$ cat src/rtl/s3rp_pkg.sv
// -----------------------------------------------------------------------------
// SHA-256 round precompute package
// Shared types, widths, round constants and the SHA-256 round functions.
// -----------------------------------------------------------------------------
package s3rp_pkg;

	localparam int WORD_W          = 32;
	localparam int MSG_WORDS       = 3;
	localparam int ROUND_COUNT_DEF = 3;
	localparam int IN_DATA_W       = 11 * WORD_W;
	localparam int OUT_DATA_W      = 8 * WORD_W;

	typedef logic [WORD_W-1:0] word_t;

	typedef struct packed {
		word_t h;
		word_t g;
		word_t f;
		word_t e;
		word_t d;
		word_t c;
		word_t b;
		word_t a;
	} work_state_t;

	typedef word_t [MSG_WORDS-1:0] msg_words_t;

	localparam word_t ROUND_K [64] = '{
		32'h428a2f98, 32'h71374491, 32'hb5c0fbcf, 32'he9b5dba5,
		32'h3956c25b, 32'h59f111f1, 32'h923f82a4, 32'hab1c5ed5,
		32'hd807aa98, 32'h12835b01, 32'h243185be, 32'h550c7dc3,
		32'h72be5d74, 32'h80deb1fe, 32'h9bdc06a7, 32'hc19bf174,
		32'he49b69c1, 32'hefbe4786, 32'h0fc19dc6, 32'h240ca1cc,
		32'h2de92c6f, 32'h4a7484aa, 32'h5cb0a9dc, 32'h76f988da,
		32'h983e5152, 32'ha831c66d, 32'hb00327c8, 32'hbf597fc7,
		32'hc6e00bf3, 32'hd5a79147, 32'h06ca6351, 32'h14292967,
		32'h27b70a85, 32'h2e1b2138, 32'h4d2c6dfc, 32'h53380d13,
		32'h650a7354, 32'h766a0abb, 32'h81c2c92e, 32'h92722c85,
		32'ha2bfe8a1, 32'ha81a664b, 32'hc24b8b70, 32'hc76c51a3,
		32'hd192e819, 32'hd6990624, 32'hf40e3585, 32'h106aa070,
		32'h19a4c116, 32'h1e376c08, 32'h2748774c, 32'h34b0bcb5,
		32'h391c0cb3, 32'h4ed8aa4a, 32'h5b9cca4f, 32'h682e6ff3,
		32'h748f82ee, 32'h78a5636f, 32'h84c87814, 32'h8cc70208,
		32'h90befffa, 32'ha4506ceb, 32'hbef9a3f7, 32'hc67178f2
	};

	function automatic word_t big_sigma0(input word_t x);
		return {x[1:0], x[31:2]} ^ {x[12:0], x[31:13]} ^ {x[21:0], x[31:22]};
	endfunction

	function automatic word_t big_sigma1(input word_t x);
		return {x[5:0], x[31:6]} ^ {x[10:0], x[31:11]} ^ {x[24:0], x[31:25]};
	endfunction

	function automatic word_t choose(input word_t x, input word_t y, input word_t z);
		return (x & y) ^ (~x & z);
	endfunction

	function automatic word_t majority(input word_t x, input word_t y, input word_t z);
		return (x & y) ^ (x & z) ^ (y & z);
	endfunction

endpackage

$ cat src/rtl/sha256_three_round_precompute.sv
// -----------------------------------------------------------------------------
// SHA-256 three-round precompute
// Runs the first SHA-256 compression rounds of a block on a midstate.
// -----------------------------------------------------------------------------
// The block takes one request per cycle while the output is not stalled and
// returns the results in order, one compression round per registered pipeline
// stage. The clock rate is set by the round adder chain of a single stage.
// Rounds beyond the third use a message word of zero. When the output is
// stalled the pipeline fills its empty stages before it holds off requests.
module sha256_three_round_precompute import s3rp_pkg::*; #(
	parameter int ROUND_COUNT = ROUND_COUNT_DEF
) (
	input  logic                  clk,
	input  logic                  arst_n,
	input  logic                  s_axis_tvalid,
	output logic                  s_axis_tready,
	// mid_a, mid_b, mid_c, mid_d, mid_e, mid_f, mid_g, mid_h,
	// msg_word0, msg_word1, msg_word2
	input  logic [IN_DATA_W-1:0]  s_axis_tdata,
	output logic                  m_axis_tvalid,
	input  logic                  m_axis_tready,
	// out_a, out_b, out_c, out_d, out_e, out_f, out_g, out_h
	output logic [OUT_DATA_W-1:0] m_axis_tdata
);

	logic        stage_valid [ROUND_COUNT+1];
	logic        stage_ready [ROUND_COUNT+1];
	work_state_t stage_state [ROUND_COUNT+1];
	msg_words_t  stage_msg   [ROUND_COUNT+1];

	assign stage_valid[0] = s_axis_tvalid;
	assign s_axis_tready  = stage_ready[0];
	assign stage_state[0] = work_state_t'(s_axis_tdata[OUT_DATA_W-1:0]);
	assign stage_msg[0]   = msg_words_t'(s_axis_tdata[IN_DATA_W-1:OUT_DATA_W]);

	for (genvar i = 0; i < ROUND_COUNT; i++) begin : g_round
		s3rp_stage #(
			.ROUND_IDX(i)
		) u_stage (
			.clk       (clk),
			.arst_n    (arst_n),
			.in_valid  (stage_valid[i]),
			.in_ready  (stage_ready[i]),
			.in_state  (stage_state[i]),
			.in_msg    (stage_msg[i]),
			.out_valid (stage_valid[i+1]),
			.out_ready (stage_ready[i+1]),
			.out_state (stage_state[i+1]),
			.out_msg   (stage_msg[i+1])
		);
	end

	assign stage_ready[ROUND_COUNT] = m_axis_tready;
	assign m_axis_tvalid            = stage_valid[ROUND_COUNT];
	assign m_axis_tdata             = stage_state[ROUND_COUNT];

endmodule

$ cat src/rtl/s3rp_stage.sv
// -----------------------------------------------------------------------------
// SHA-256 round stage
// One compression round followed by an elastic pipeline register.
// -----------------------------------------------------------------------------
module s3rp_stage import s3rp_pkg::*; #(
	parameter int ROUND_IDX = 0
) (
	input  logic        clk,
	input  logic        arst_n,
	input  logic        in_valid,
	output logic        in_ready,
	input  work_state_t in_state,
	input  msg_words_t  in_msg,
	output logic        out_valid,
	input  logic        out_ready,
	output work_state_t out_state,
	output msg_words_t  out_msg
);

	localparam logic [5:0] KIdx   = 6'(ROUND_IDX);
	localparam word_t      KVal   = ROUND_K[KIdx];
	localparam bit         UseMsg = (ROUND_IDX < MSG_WORDS);
	localparam logic [1:0] MsgSel = UseMsg ? 2'(ROUND_IDX) : 2'd0;

	logic        valid_s1;
	work_state_t state_s1;
	msg_words_t  msg_s1;
	word_t       msg_word;
	word_t       t1;
	word_t       t2;
	work_state_t next_state;

	assign msg_word = UseMsg ? in_msg[MsgSel] : '0;

	always_comb begin
		t1 = in_state.h + big_sigma1(in_state.e)
			+ choose(in_state.e, in_state.f, in_state.g) + KVal + msg_word;
		t2 = big_sigma0(in_state.a) + majority(in_state.a, in_state.b, in_state.c);
		next_state.h = in_state.g;
		next_state.g = in_state.f;
		next_state.f = in_state.e;
		next_state.e = in_state.d + t1;
		next_state.d = in_state.c;
		next_state.c = in_state.b;
		next_state.b = in_state.a;
		next_state.a = t1 + t2;
	end

	assign in_ready = !valid_s1 || out_ready;

	always_ff @(posedge clk or negedge arst_n) begin
		if (!arst_n) begin
			valid_s1 <= 1'b0;
		end else if (in_ready) begin
			valid_s1 <= in_valid;
		end
	end

	always_ff @(posedge clk) begin
		if (in_ready && in_valid) begin
			state_s1 <= next_state;
			msg_s1   <= in_msg;
		end
	end

	assign out_valid = valid_s1;
	assign out_state = state_s1;
	assign out_msg   = msg_s1;

endmodule

$ cat config.mk
export PLATFORM = sky130hd
export DESIGN_NAME = sha256_three_round_precompute
export DESIGN_NICKNAME = d
export VERILOG_FILES = /design/src/rtl/s3rp_pkg.sv /design/src/rtl/sha256_three_round_precompute.sv /design/src/rtl/s3rp_stage.sv
export SDC_FILE = /design/constraint.sdc
export NUM_CORES = 2
export LEC_CHECK = 0
export BUFFER_PORTS_ARGS = -buffer_cell sky130_fd_sc_hd__buf_2
export CORE_MARGIN = 3
export CORE_UTILIZATION = 60
export DETAILED_ROUTE_END_ITERATION = 16
export GPL_ROUTABILITY_DRIVEN = 0
export PLACE_DENSITY = 0.87
export SYNTH_ARGS = -nofsm -noshare
export SYNTH_HDL_FRONTEND = slang
export SYNTH_SLANG_ARGS = --single-unit
export TNS_END_PERCENT = 50
$ cat constraint.sdc
create_clock -name clk -period 22.1 [get_ports clk]
set_input_delay 4.42 -clock clk [delete_from_list [all_inputs] [get_ports clk]]
set_output_delay 4.42 -clock clk [all_outputs]
set_load 0.02 [all_outputs]
==> flow_summary.ini <==
[global_route]
grt_pass1_vias = 38600
grt_overflow = 0
grt_antenna_before_repair = 55
grt_pass1_wl_microns = 260000
grt_max_degree = 180
grt_usage = 0.391

[die]
fp.coreArea_sq_um = 88600
io-pin-count = 614
die_area_sq_um = 93300
chipWidth_microns = 306
die_h_microns = 306
row_count = 109
initial_core_util = 0.607

[sta]
hold_viol_final = 0
period_needed_ps = 11150
slew_viol_final = 0
setup_violations = 0
clock-skew-final_ps = 30.9
fin_setup_tns_ps = 0
rsz0062_at_grt = no
max_slew_margin = 0.238
period_share = 0.505
max_slew.worst_pin.slew_ps = 1140
max_freq_ghz = 0.0897

[logic_synthesis]
syn_area_per_cell_sq_um = 12.4
yosysWarnings = 0
syn-num-nets = 5348
yosysTopAreaCell = edfxtp_1
synth.top_cell.area_share = 0.482
synthTopCellsByArea = edfxtp_1 48%, fa_1 11%, ha_1 8.6%, xnor2_1 7.1%, inv_1 5.2%
synthCells = 4340
synth_area_sq_um = 53800
async_flop_share = 0.00346
synth-edff-count = 864
seq_area_frac_synth = 0.483
synth_seq_cells = 867
yosysUniqueCellTypes = 86
ys.flop_type = edfxtp_1

[clocking]
cts_buffers = 88
post-cts-setup-buffers = 0
htreeDepth = 3
cts_tree = done
cts-root-buf = clkbuf_16
cts_resized = 0
clk_pin_slew_worst_paths_ps = 70
post_cts_hold_buffer_count = 0
clk_latency_ps = 690
clk_path_buf_depth = 3
cts.sink_count = 867

[hold_path]
hp-start = g_round[0].u_stage.out_msg[85]$_DFFE_PP_
hold_depth = 0
min_path_type = reg -> reg
worstHoldEndpoint = g_round[1].u_stage.out_msg[85]$_DFFE_PP_

[drt]
vias_per_cell = 6.33
drcViolationCount = 0
ant_nets = 0
drt_pass1_iterations = 8
wl_microns = 186000
wire_per_inst_microns = 29.5
num_vias = 39900
drtIter0Drc = 6605

[layout]
syn2layout_area_growth_pct = 14.2
nNetsFinal = 6030
drive_gt1_frac = 0.172

[setup_path]
crit_path_max_fanout = 5
critical_path_class = in -> reg
rrSetupSlack_ps = 13680
path_delay_family = compound AO/OA/AOI/OAI gates
critPathSlowestCell = fa_1
start_kind = input port
reg2reg_to = g_round[1].u_stage.out_state[29]$_DFFE_PP_
r2r_start = g_round[0].u_stage.out_state[129]$_DFFE_PP_
crit_required_ps = 22540
ff2ff_path_depth = 30
critical-path-max-stage-delay_ps = 520
cp-end-kind = register
cp-startpoint = s_axis_tdata[130]
cp_num_buf_inv = 5
arrival_ps = 11590

[place]
io_buffer_count = 613
dpl.hpwl_microns = 145000

[job]
drv_cap = 0

[run_status]
status = finished, final reports clean
worst reg2reg max path: cells and delay by family, from the launching register on:
kind            cells  cell delay [ps]
compound gates     13             2990
xor+xnor            2              500
fa+ha+maj           7             2750
buf+inv             3              190
flops               1              700
mux                 1              410
simple gates        4              690
stage by stage:
stage                util  worst slack (ps)  hold WS, ps  cell area (sq um)  std cells
floorplan               -              9400          400              53800       4340
global placement    0.658             10770          402              58300       6097
detailed placement  0.658             10460          405              58300       6097
CTS                 0.692             11120          419              61300       6258
global route        0.693             10770          423              61400       6283
finish              0.693             10950          417              61500       6308
placed cells by master, fill, tap and decap left out, drive strengths merged, types with 10 or more instances in the layout:
master and instances:
xor2 222, fa 283, ha 369, xnor2 436
nand2 109, a21o 185, bufinv 12, and3 20
nand4 16, clkinv 34, o21ai 206, nand2b 30
nor3 32, diode 50, nand3 40, a21oi 206
mux2 61, o211ai 22, inv 747, a211oi 36
or3 11, nor2b 24, mux2i 35, nor2 142
clkbuf 99, o21bai 37, a31oi 17, buf 622
edfxtp 864, and2 16, o21a 36, or2 10
registers in the layout, indices dropped and copies added, names as in the netlist:
signal / flops
g_round.u_stage.out_state: 768
g_round.u_stage.out_msg: 96
g_round.u_stage.out_valid: 3
synthesized netlist by cell type, types with 32 or more instances:
master,n
o21ai_0,185
xor2_1,222
nor2_1,141
nand3_1,40
o21bai_1,37
fa_1,283
edfxtp_1,864
mux2_2,61
xnor2_1,435
a21o_1,185
a211oi_1,32
inv_1,739
o21a_1,36
mux2i_1,35
a21oi_1,203
nand2_1,109
ha_1,369
routing by layer:
metal  GRT usage  wire (microns)  vias to the layer above  share of wire
met3       0.122           28100                     1028           0.15
met5           0             118                        -        0.00063
met2       0.576           79700                     3683           0.43
li1            -               -                    16400              -
met4       0.312           19100                       18           0.10
met1       0.480           59200                    18800           0.32
worst max-delay path by stage:
stage	end	slack (ps)	cells past startpoint
5_1_grt	g_round[0].u_stage.out_state[31]$_DFFE_PP_	10770	30
4_1_cts	g_round[0].u_stage.out_state[31]$_DFFE_PP_	11120	30
2_1_floorplan	g_round[0].u_stage.out_msg[32]$_DFFE_PP_	9400	3
3_3_place_gp	g_round[0].u_stage.out_state[31]$_DFFE_PP_	10770	31
3_5_place_dp	g_round[0].u_stage.out_state[31]$_DFFE_PP_	10460	30
6_report	g_round[0].u_stage.out_state[31]$_DFFE_PP_	10950	30
area by class of cell:
cell class,instances,area [sq um]
repair buffers,622,3150
diodes,50,125
clock buffers,99,2260
inverters,739,2770
multi-input cells,2704,24900
clock inverters,62,748
well taps,1165,1460
fillers,5714,27200
flip-flops and latches,867,26000
kinds of logic (layout without fill, tap and decap cells):
logic type,Yosys count,in the layout,share of synthesized area
compound gates,826,826,0.102
fa+ha+maj,658,658,0.192
buf+inv,769,1522,0.0536
mux,96,96,0.0193
other cells,0,50,0
simple gates,465,465,0.0421
flops,867,867,0.483
xor+xnor,659,659,0.108
Power is left out: the tool's default activity adds up to more than one toggle a clock period on the data nets, which glitch-free logic cannot reach.
